File: config.mk
export PLATFORM = sky130hd
export DESIGN_NAME = wav_riff_stream_parser
export DESIGN_NICKNAME = d
export VERILOG_FILES = /design/src/hdl/wrp_pkg.sv /design/src/hdl/wav_riff_stream_parser.sv /design/src/hdl/wrp_parse_core.sv /design/src/hdl/wrp_result_queue.sv
export SDC_FILE = /design/constraint.sdc
export NUM_CORES = 1
export LEC_CHECK = 0
export BUFFER_PORTS_ARGS = -buffer_cell sky130_fd_sc_hd__buf_2
export CORE_ASPECT_RATIO = 1.25
export CORE_UTILIZATION = 41
export CTS_CLUSTER_DIAMETER = 60
export DETAILED_ROUTE_END_ITERATION = 10
export MAX_ROUTING_LAYER = met4
export PLACE_DENSITY_LB_ADDON = 0.3
export RECOVER_POWER = 50
export SLEW_MARGIN = 20
export SYNTH_ARGS = -nofsm -noshare
export SYNTH_HDL_FRONTEND = slang
export SYNTH_HIERARCHICAL = 1
export SYNTH_SLANG_ARGS = --single-unit
File: constraint.sdc
create_clock -name clk -period 9.5 [get_ports clk]
set_input_delay 1.425 -clock clk [delete_from_list [all_inputs] [get_ports clk]]
set_output_delay 1.425 -clock clk [all_outputs]
set_load 0.05 [all_outputs]
File: src/hdl/wrp_pkg.sv
// ----------------------------------------------------------------------------
// wrp_pkg
// Shared types and constants of the WAV stream parser: parse phases, status
// codes, tags, the result word layout and the result queue geometry.
// ----------------------------------------------------------------------------
package wrp_pkg;

    localparam int COUNT_WIDTH_DEFAULT = 32;

    localparam logic [31:0] TAG_RIFF = 32'h4646_4952;
    localparam logic [31:0] TAG_WAVE = 32'h4556_4157;
    localparam logic [31:0] TAG_FMT  = 32'h2074_6D66;
    localparam logic [31:0] TAG_DATA = 32'h6174_6164;

    localparam int MIN_LEN = 44;
    localparam logic [7:0] SAMPLE_BIAS = 8'd128;

    localparam int QUEUE_AW    = 2;
    localparam int QUEUE_DEPTH = 1 << QUEUE_AW;

    localparam logic ITEM_SAMPLE  = 1'b0;
    localparam logic ITEM_SUMMARY = 1'b1;

    typedef enum logic [6:0] {
        PH_RIFF   = 7'b000_0001,
        PH_BADTAG = 7'b000_0010,
        PH_CHDR   = 7'b000_0100,
        PH_OTHER  = 7'b000_1000,
        PH_FMT    = 7'b001_0000,
        PH_DATA   = 7'b010_0000,
        PH_PAD    = 7'b100_0000
    } phase_t;

    typedef enum logic [2:0] {
        ST_OK           = 3'd0,
        ST_SHORT        = 3'd1,
        ST_BAD_TAG      = 3'd2,
        ST_NOT_PCM      = 3'd3,
        ST_NO_DATA      = 3'd4,
        ST_BAD_RATE     = 3'd5,
        ST_BAD_CHANNELS = 3'd6,
        ST_BAD_BITS     = 3'd7
    } status_t;

    typedef struct packed {
        logic               kind;
        logic signed [15:0] sample;
        status_t            status;
        logic [30:0]        rate;
        logic [1:0]         channels;
        logic [30:0]        frames;
        logic               run_end;
    } result_t;

    // Up to two result words per input byte; the first is always delivered first.
    typedef struct packed {
        logic    first_valid;
        logic    second_valid;
        result_t first_res;
        result_t second_res;
    } push_ctl_t;

endpackage

File: src/hdl/wav_riff_stream_parser.sv
// ----------------------------------------------------------------------------
// wav_riff_stream_parser
// Byte-serial RIFF/WAVE PCM parser: checks the file tags, walks the chunks,
// streams PCM samples as signed 16-bit words and ends each file with a
// summary word.
// ----------------------------------------------------------------------------
// Usage:
// The input channel takes one byte of the file per word, with last_byte set
// on the final byte. The output channel returns sample words (item_kind 0)
// from the data chunk and one summary word (item_kind 1) after the final
// byte; run_end marks the last word caused by a byte.
// A byte is taken into an input register, parsed there and its words are
// written to a four-entry result queue. The first result is written from the
// input register into the queue once the queue has room, and is offered on
// the output from there. One byte is accepted per cycle while the queue has
// room; the rate is set by the result queue, which must have room for two words
// before the input register can retire a byte, so a byte that yields a sample
// and the summary puts two words on the output side.
// Reset clears the parse state and empties the queue; the parser also
// returns to its reset state after every final byte. When the receiver
// stalls, the queue fills and byte_ready drops while three or more words
// wait and a byte is held in the input register.
// ----------------------------------------------------------------------------
module wav_riff_stream_parser
    import wrp_pkg::*;
#(
    parameter int COUNT_WIDTH = COUNT_WIDTH_DEFAULT
)
(
    input  logic               clk,
    input  logic               rst_n,
    input  logic               byte_valid,
    output logic               byte_ready,
    input  logic [7:0]         data_byte,
    input  logic               last_byte,
    output logic               result_valid,
    input  logic               result_ready,
    output logic               item_kind,
    output logic signed [15:0] sample_value,
    output logic [2:0]         parse_status,
    output logic [30:0]        sample_rate,
    output logic [1:0]         channel_count,
    output logic [30:0]        frame_count,
    output logic               run_end
);

    push_ctl_t push;
    logic      space_ok;
    result_t   head;

    wrp_parse_core #(
        .COUNT_WIDTH (COUNT_WIDTH)
    ) u_core (
        .clk        (clk),
        .rst_n      (rst_n),
        .byte_valid (byte_valid),
        .byte_ready (byte_ready),
        .data_byte  (data_byte),
        .last_byte  (last_byte),
        .space_ok   (space_ok),
        .push       (push)
    );

    wrp_result_queue u_queue (
        .clk          (clk),
        .rst_n        (rst_n),
        .push         (push),
        .space_ok     (space_ok),
        .result_valid (result_valid),
        .result_ready (result_ready),
        .head         (head)
    );

    assign item_kind     = head.kind;
    assign sample_value  = head.sample;
    assign parse_status  = head.status;
    assign sample_rate   = head.rate;
    assign channel_count = head.channels;
    assign frame_count   = head.frames;
    assign run_end       = head.run_end;

endmodule

File: src/hdl/wrp_parse_core.sv
// ----------------------------------------------------------------------------
// wrp_parse_core
// Input register and the parse state of the WAV stream parser. Each byte in
// the input register updates the chunk walker and yields up to two results.
// ----------------------------------------------------------------------------
module wrp_parse_core
    import wrp_pkg::*;
#(
    parameter int COUNT_WIDTH = COUNT_WIDTH_DEFAULT
)
(
    input  logic      clk,
    input  logic      rst_n,
    input  logic      byte_valid,
    output logic      byte_ready,
    input  logic [7:0] data_byte,
    input  logic      last_byte,
    input  logic      space_ok,
    output push_ctl_t push
);

    logic                   stage_valid_reg;
    logic [7:0]             stage_byte_reg;
    logic                   stage_last_reg;
    logic                   advance;
    logic                   accept;

    phase_t                 phase_reg, phase_step, phase_next;
    logic [COUNT_WIDTH-1:0] total_reg, total_step, total_next;
    logic [63:0]            header_reg, header_step, header_next;
    logic [31:0]            remain_reg, remain_step, remain_next;
    logic [4:0]             offset_reg, offset_step, offset_next;
    logic                   pad_reg, pad_step, pad_next;
    logic [15:0]            code_reg, code_step, code_next;
    logic [15:0]            chan_reg, chan_step, chan_next;
    logic [31:0]            rate_reg, rate_step, rate_next;
    logic [15:0]            bits_reg, bits_step, bits_next;
    logic                   seen_reg, seen_step, seen_next;
    logic [COUNT_WIDTH-1:0] dlen_reg, dlen_step, dlen_next;
    logic [8:0]             hold_reg, hold_step, hold_next;

    logic                   body;
    logic                   sample_hit;
    logic [15:0]            sample_word;
    logic [7:0]             x;
    logic [2:0]             riff_lane;
    logic [63:0]            chdr_word;
    logic [31:0]            chunk_size;
    logic [31:0]            chunk_tag;

    status_t                status;
    logic [1:0]             frame_shift;
    logic [31:0]            frames_wide;
    result_t                sample_res;
    result_t                summary_res;

    assign x          = stage_byte_reg;
    assign advance    = stage_valid_reg & space_ok;
    assign byte_ready = ~stage_valid_reg | space_ok;
    assign accept     = byte_valid & byte_ready;
    assign riff_lane  = {offset_reg[3], offset_reg[1:0]};
    // Chunk header with the current byte merged in.
    assign chdr_word  = header_reg | (64'(x) << {offset_reg[2:0], 3'b000});
    assign chunk_tag  = chdr_word[31:0];
    assign chunk_size = chdr_word[63:32];

    always_comb
    begin
        phase_step  = phase_reg;
        header_step = header_reg;
        remain_step = remain_reg;
        offset_step = offset_reg;
        pad_step    = pad_reg;
        code_step   = code_reg;
        chan_step   = chan_reg;
        rate_step   = rate_reg;
        bits_step   = bits_reg;
        seen_step   = seen_reg;
        dlen_step   = dlen_reg;
        hold_step   = hold_reg;
        body        = 1'b0;
        sample_hit  = 1'b0;
        sample_word = '0;
        total_step  = (total_reg != '1) ? total_reg + 1'b1 : total_reg;

        unique case (phase_reg)
            PH_RIFF:
            begin
                // Tag bytes sit at offsets 0..3 and 8..11; the file size is skipped.
                if (offset_reg < 5'd4 || (offset_reg >= 5'd8 && offset_reg < 5'd12))
                begin
                    header_step = header_reg | (64'(x) << {riff_lane, 3'b000});
                end
                offset_step = offset_reg + 5'd1;
                if (offset_reg >= 5'd11)
                begin
                    phase_step  = (header_step[31:0] == TAG_RIFF &&
                                   header_step[63:32] == TAG_WAVE) ? PH_CHDR : PH_BADTAG;
                    header_step = '0;
                    offset_step = '0;
                end
            end
            PH_BADTAG:
            begin
                phase_step = PH_BADTAG;
            end
            PH_CHDR:
            begin
                header_step = chdr_word;
                offset_step = offset_reg + 5'd1;
                if (offset_reg >= 5'd7)
                begin
                    header_step = '0;
                    offset_step = '0;
                    // A negative size runs to the end of the file.
                    if (chunk_size[31])
                    begin
                        remain_step = '1;
                        pad_step    = 1'b0;
                    end
                    else
                    begin
                        remain_step = chunk_size;
                        pad_step    = chunk_size[0];
                    end
                    if (chunk_tag == TAG_FMT)
                    begin
                        phase_step = PH_FMT;
                    end
                    else if (chunk_tag == TAG_DATA)
                    begin
                        phase_step = PH_DATA;
                        seen_step  = 1'b1;
                        dlen_step  = '0;
                        hold_step  = '0;
                    end
                    else
                    begin
                        phase_step = PH_OTHER;
                    end
                    if (remain_step == '0)
                    begin
                        phase_step = PH_CHDR;
                    end
                end
            end
            PH_OTHER:
            begin
                body = 1'b1;
            end
            PH_FMT:
            begin
                if (offset_reg < 5'd8)
                begin
                    header_step = header_reg | (64'(x) << {offset_reg[2:0], 3'b000});
                end
                else if (offset_reg == 5'd14)
                begin
                    hold_step = {1'b0, x};
                end
                else if (offset_reg == 5'd15)
                begin
                    code_step = header_reg[15:0];
                    chan_step = header_reg[31:16];
                    rate_step = header_reg[63:32];
                    bits_step = {x, hold_reg[7:0]};
                    hold_step = '0;
                end
                if (offset_reg < 5'd16)
                begin
                    offset_step = offset_reg + 5'd1;
                end
                body = 1'b1;
            end
            PH_DATA:
            begin
                if (dlen_reg != '1)
                begin
                    dlen_step = dlen_reg + 1'b1;
                end
                if (bits_reg == 16'd8)
                begin
                    sample_hit  = 1'b1;
                    sample_word = {x ^ SAMPLE_BIAS, 8'h00};
                end
                else if (bits_reg == 16'd16)
                begin
                    if (hold_reg[8])
                    begin
                        sample_hit  = 1'b1;
                        sample_word = {x, hold_reg[7:0]};
                        hold_step   = '0;
                    end
                    else
                    begin
                        hold_step = {1'b1, x};
                    end
                end
                body = 1'b1;
            end
            default:
            begin
                phase_step  = PH_CHDR;
                offset_step = '0;
                header_step = '0;
            end
        endcase

        // Count down the chunk body; an all-ones count never runs out.
        if (body && remain_reg != '1)
        begin
            remain_step = remain_reg - 32'd1;
            if (remain_reg == 32'd1)
            begin
                phase_step = pad_reg ? PH_PAD : PH_CHDR;
            end
        end

        if (phase_reg == PH_FMT && phase_step != PH_FMT)
        begin
            header_step = '0;
            offset_step = '0;
            hold_step   = '0;
        end
    end

    // File summary, checked in priority order on the state after this byte.
    always_comb
    begin
        if (total_step < COUNT_WIDTH'(MIN_LEN))
        begin
            status = ST_SHORT;
        end
        else if (phase_step == PH_BADTAG || phase_step == PH_RIFF)
        begin
            status = ST_BAD_TAG;
        end
        else if (code_step != 16'd1)
        begin
            status = ST_NOT_PCM;
        end
        else if (!seen_step)
        begin
            status = ST_NO_DATA;
        end
        else if (rate_step == 32'd0 || rate_step[31])
        begin
            status = ST_BAD_RATE;
        end
        else if (chan_step != 16'd1 && chan_step != 16'd2)
        begin
            status = ST_BAD_CHANNELS;
        end
        else if (bits_step != 16'd8 && bits_step != 16'd16)
        begin
            status = ST_BAD_BITS;
        end
        else
        begin
            status = ST_OK;
        end
    end

    // Bytes per frame is 1, 2 or 4 once the checks pass, so the divide is a shift.
    assign frame_shift = {1'b0, bits_step == 16'd16} + {1'b0, chan_step == 16'd2};
    assign frames_wide = 32'(dlen_step) >> frame_shift;

    always_comb
    begin
        sample_res          = '0;
        sample_res.kind     = ITEM_SAMPLE;
        sample_res.sample   = sample_word;
        sample_res.status   = ST_OK;
        sample_res.run_end  = ~stage_last_reg;

        summary_res         = '0;
        summary_res.kind    = ITEM_SUMMARY;
        summary_res.status  = status;
        summary_res.run_end = 1'b1;
        if (status == ST_OK)
        begin
            summary_res.rate     = rate_step[30:0];
            summary_res.channels = chan_step[1:0];
            summary_res.frames   = frames_wide[31] ? 31'h7FFF_FFFF : frames_wide[30:0];
        end
    end

    always_comb
    begin
        push.first_valid  = advance & (sample_hit | stage_last_reg);
        push.second_valid = advance & sample_hit & stage_last_reg;
        push.first_res    = sample_hit ? sample_res : summary_res;
        push.second_res   = summary_res;
    end

    // The final byte returns the parser to its reset state for the next file.
    always_comb
    begin
        if (stage_last_reg)
        begin
            phase_next  = PH_RIFF;
            total_next  = '0;
            header_next = '0;
            remain_next = '0;
            offset_next = '0;
            pad_next    = 1'b0;
            code_next   = '0;
            chan_next   = '0;
            rate_next   = '0;
            bits_next   = '0;
            seen_next   = 1'b0;
            dlen_next   = '0;
            hold_next   = '0;
        end
        else
        begin
            phase_next  = phase_step;
            total_next  = total_step;
            header_next = header_step;
            remain_next = remain_step;
            offset_next = offset_step;
            pad_next    = pad_step;
            code_next   = code_step;
            chan_next   = chan_step;
            rate_next   = rate_step;
            bits_next   = bits_step;
            seen_next   = seen_step;
            dlen_next   = dlen_step;
            hold_next   = hold_step;
        end
    end

    always_ff @(posedge clk or negedge rst_n)
    begin
        if (!rst_n)
        begin
            stage_valid_reg <= 1'b0;
            phase_reg       <= PH_RIFF;
            total_reg       <= '0;
            header_reg      <= '0;
            remain_reg      <= '0;
            offset_reg      <= '0;
            pad_reg         <= 1'b0;
            code_reg        <= '0;
            chan_reg        <= '0;
            rate_reg        <= '0;
            bits_reg        <= '0;
            seen_reg        <= 1'b0;
            dlen_reg        <= '0;
            hold_reg        <= '0;
        end
        else
        begin
            if (accept)
            begin
                stage_valid_reg <= 1'b1;
            end
            else if (advance)
            begin
                stage_valid_reg <= 1'b0;
            end
            if (advance)
            begin
                phase_reg  <= phase_next;
                total_reg  <= total_next;
                header_reg <= header_next;
                remain_reg <= remain_next;
                offset_reg <= offset_next;
                pad_reg    <= pad_next;
                code_reg   <= code_next;
                chan_reg   <= chan_next;
                rate_reg   <= rate_next;
                bits_reg   <= bits_next;
                seen_reg   <= seen_next;
                dlen_reg   <= dlen_next;
                hold_reg   <= hold_next;
            end
        end
    end

    always_ff @(posedge clk)
    begin
        if (accept)
        begin
            stage_byte_reg <= data_byte;
            stage_last_reg <= last_byte;
        end
    end

endmodule

File: src/hdl/wrp_result_queue.sv
// ----------------------------------------------------------------------------
// wrp_result_queue
// Small result queue of the WAV stream parser. Takes up to two words a cycle
// from the parser and hands them out one at a time.
// ----------------------------------------------------------------------------
module wrp_result_queue
    import wrp_pkg::*;
(
    input  logic      clk,
    input  logic      rst_n,
    input  push_ctl_t push,
    output logic      space_ok,
    output logic      result_valid,
    input  logic      result_ready,
    output result_t   head
);

    result_t             entry_reg [QUEUE_DEPTH];
    logic [QUEUE_AW-1:0] wr_ptr_reg, wr_ptr_next;
    logic [QUEUE_AW-1:0] rd_ptr_reg, rd_ptr_next;
    logic [QUEUE_AW:0]   count_reg, count_next;
    logic                pop;
    logic [QUEUE_AW:0]   push_count;

    assign result_valid = (count_reg != '0);
    assign pop          = result_valid & result_ready;
    assign head         = entry_reg[rd_ptr_reg];
    // Room for two more words guarantees any byte can be retired.
    assign space_ok     = (count_reg <= (QUEUE_AW + 1)'(QUEUE_DEPTH - 2));

    assign push_count   = (QUEUE_AW + 1)'(push.first_valid) +
                          (QUEUE_AW + 1)'(push.second_valid);
    assign wr_ptr_next  = wr_ptr_reg + push_count[QUEUE_AW-1:0];
    assign rd_ptr_next  = rd_ptr_reg + QUEUE_AW'(pop);
    assign count_next   = count_reg + push_count - (QUEUE_AW + 1)'(pop);

    always_ff @(posedge clk or negedge rst_n)
    begin
        if (!rst_n)
        begin
            wr_ptr_reg <= '0;
            rd_ptr_reg <= '0;
            count_reg  <= '0;
        end
        else
        begin
            wr_ptr_reg <= wr_ptr_next;
            rd_ptr_reg <= rd_ptr_next;
            count_reg  <= count_next;
        end
    end

    always_ff @(posedge clk)
    begin
        if (push.first_valid)
        begin
            entry_reg[wr_ptr_reg] <= push.first_res;
        end
        if (push.second_valid)
        begin
            entry_reg[wr_ptr_reg + QUEUE_AW'(1)] <= push.second_res;
        end
    end

endmodule
==> flow_summary_export.csv <==
group,metric,value,unit
outcome,status,"finished, violations left",
outcome,violations,"max-capacitance violations, max-slew violations",
cts,insertion_delay,670,ps
floorplan,fp.coreArea,85700,um2
worst_hold_path,holdCritStartpoint,"u_core/rate_reg[31]",
cts,clkTransAtPathRegs,70,ps
cells_and_area,post_layout_nonfiller_instances,4300,
cts,tritoncts,"done",
worst_setup_path,start_kind,"flop",
worst_setup_path,cpLargestDelayFamily,"simple AND/OR/NAND/NOR gates",
power_and_ir_drop,leakage,0.0149,uW
worst_setup_path,path_depth,12,
worst_hold_path,min_delay_path_depth,1,
floorplan,ios,100,
logic_synthesis,yosysTopAreaCell,"edfxtp_1",
cts,cts_resized,0,
drt,viasPerCell,6.24,
worst_setup_path,setup.worst_path.start,"u_core/offset_reg[0]",
drt,postRouteAntennaNets,0,
sta,period_needed,7460,ps
worst_setup_path,r2r-start,"u_core/offset_reg[0]",
sta,rsz0062_at_grt,"false",
worst_setup_path,end_kind,"flop",
cts,cts_buffers,61,
sta,fin_setup_tns,0,ps
cts,cts-root-buf,"clkbuf_16",
worst_setup_path,r2r_cells,12,
sta,finalSetupViolations,0,
logic_synthesis,seq_area_frac_synth,0.486,
floorplan,dieWidth,265,um
logic_synthesis,synth_warnings,6,
logic_synthesis,async_reset_ff_frac,0.437,
drt,first_pass_iters,6,
drt,vias,26800,
worst_setup_path,cpMostUsedCell,"ha_1",
worst_setup_path,cp_cell_sequence,"clkbuf_1 -> ha_1 -> and3_1 -> ha_1 -> o21a_1 -> nand4_1 -> buf_4 -> o21ai_0 -> and2_0 -> nand3_4 -> nor3_1 -> mux2_2",
run,maxCapViolCount,14,
sta,worst_pin_slew,4060,ps
worst_setup_path,crit_path_max_incr_delay,1270,ps
cts,postCtsSetupRepairBufs,0,
logic_synthesis,synth_cells,3123,
grt,antenna_found_initial,1,
sta,fmaxAchievable,0.134,GHz
worst_setup_path,worstSetupEndpoint,"u_queue/entry_reg[3][45]",
worst_setup_path,reg2reg_slack,2040,ps
worst_setup_path,worstPathArrival,7980,ps
cts,clock_path_buffers,3,
placement,routabilityCongestion,1.00,
worst_setup_path,criticalPathCategory,"flop to flop",
grt,grt_use_total,0.246,
drt,post_drt_wl_per_cell,24.7,um
cts,h-tree-depth,2,
cells_and_area,nets,3115,
sta,skew,33.4,ps
placement,port_buffers,99,
worst_setup_path,slowest_stage,"clkbuf_1",
cells_and_area,drive_above_1_share,0.203,
grt,grt_overflow,0,
logic_synthesis,synth_ff_type,"edfxtp_1",
floorplan,start_util,0.415,
cts,clkSinkCount,620,
logic_synthesis,synth-seq-cells,620,
placement,dp_hpwl,68100,um
logic_synthesis,synth-edff-count,349,
floorplan,die_h,331,um
cts,cts_hold_buf,0,
sta,finalMaxSlewViolations,673,
cells_and_area,largest_reg_flops,340,
sta,period_share,0.786,
floorplan,fp-row-count,120,
grt,grt_pass1_wl,165000,um
grt,grt_pass1_vias,26500,
drt,drc,0,
floorplan,dieArea,87900,um2
grt,grt_max_degree,153,
sta,hold_viol,0,
power_and_ir_drop,ir_drop,0.000161,V
drt,wirelength,106000,um
worst_setup_path,critical_path_buf_inv_count,2,
worst_setup_path,worstReg2RegEnd,"u_queue/entry_reg[3][45]",
worst_hold_path,hold_path_class,"flop to flop",
worst_setup_path,cp.required,10020,ps
worst_setup_path,cp_max_fo,64,
placement,place_inst,4184,
logic_synthesis,syn_avg_cell_area,11.4,um2
logic_synthesis,syn_area,35600,um2
sta,slew-limit-headroom,-1.71,
logic_synthesis,ys_types,102,
power_and_ir_drop,power.density,221,nW/um2
logic_synthesis,netlist_top_cells_area,"edfxtp_1, dfrtp_1, mux2_2",
cells_and_area,synthToLayoutAreaGrowth,8.53,%
drt,drtIter0Drc,2497,
logic_synthesis,yosys.area.top_type_share,0.295,
logic make-up after synthesis:
kind of cell | after synthesis | share of synthesized area
xor+xnor | 25 | 0.00616
fa+ha+maj | 14 | 0.00514
mux | 477 | 0.176
buf+inv | 313 | 0.0433
other cells | 2 | 0.000211
compound gates | 747 | 0.142
flops | 620 | 0.486
simple gates | 925 | 0.141
worst min-delay path by stage:
stage / end / slack (ps)
CTS: u_core/rate_reg[31] / 500
detailed placement: u_core/rate_reg[31] / 490
floorplan: u_core/dlen_reg[7] / 460
finish: u_core/rate_reg[31] / 510
global route: u_core/bits_reg[15] / 520
global placement: u_core/rate_reg[31] / 480
power breakdown:
group	switching (uW)	internal, uW	leakage [uW]
clock network	1080	1430	0.00101
logic	1950	733	0.00668
registers	273	3060	0.00724
total	3300	5230	0.0149
per-stage QoR:
step	util	instance area (um2)	hold slack, ps	setup slack (ps)	total power (uW)
after detailed placement	0.429	36800	485	3490	6120
after floorplan	-	35600	462	430	5340
after CTS	0.453	38800	504	3440	8630
final	0.450	38600	507	2040	8520
after global routing	0.450	38600	522	1650	8860
after global placement	0.429	36800	484	3480	6110
layout by cell type (no fill, tap or decap), types with 13 or more instances in the layout:
cell       Yosys  final
a31oi_1       40     40
buf_4         40     48
ha_1          13     13
xnor2_1       17     17
clkbuf_1     132    114
conb_1         2     18
and4_1        18     17
o211ai_1      16     16
edfxtp_1     349    349
a22o_1       121    121
nand4_1       64     64
dfrtp_1      270    269
nand2_1      179    180
o31ai_1       48     47
nor2b_1       17     16
o21ai_0      163    174
nor4_1        52     53
clkbuf_16      0     63
a21o_1        13     13
inv_1         33     33
or3_1         17     17
mux4_2        85     85
mux2_2       342    342
and2_1        40     37
nor3_1       173    173
o22ai_1       25     25
a21oi_1      150    151
nand3_1       60     60
a211oi_1      16     16
nor2_1       154    152
mux2i_1       50     50
o21a_1        15     15
and3_1        29     29
nand2b_1      25     25
or4_1         16     17
per-layer routing:
layer  track usage  wire (um)  share of wire  vias to the layer above
li1              -          -              -                    12100
met1         0.326      44900           0.42                    13500
met2         0.389      50900           0.48                     1024
met3        0.0258       6300          0.059                      215
met4        0.0899       4020          0.038                        0
met5             -          0              0                        -
worst reg2reg max path: stages, from the launching register on:
cell	delay, ps
dfrtp_1	1130
clkbuf_1	1290
ha_1	480
and3_1	180
ha_1	180
o21a_1	150
nand4_1	250
buf_4	430
o21ai_0	880
and2_0	440
nand3_4	870
nor3_1	800
mux2_2	250
Yosys cell counts, drive strengths merged, types with 65 or more instances:
| master | n |
|---|---|
| o21ai | 180 |
| a22o | 121 |
| edfxtp | 349 |
| a21oi | 152 |
| clkbuf | 134 |
| nor3 | 179 |
| nor2 | 154 |
| nand4 | 65 |
| dfrtp | 270 |
| mux4 | 85 |
| mux2 | 342 |
| nand2 | 180 |
| buf | 143 |
cell type report:
class / instances / area, um2
tap: 1159 / 1450
timing repair buffer: 163 / 818
sequential: 620 / 17300
inverter: 36 / 135
clock inverter: 27 / 282
fill: 7943 / 47100
clock buffer: 88 / 1780
antenna: 1 / 2.50
multi-input combinational: 2206 / 16900
Note: power is estimated with default switching activity, not from simulation.
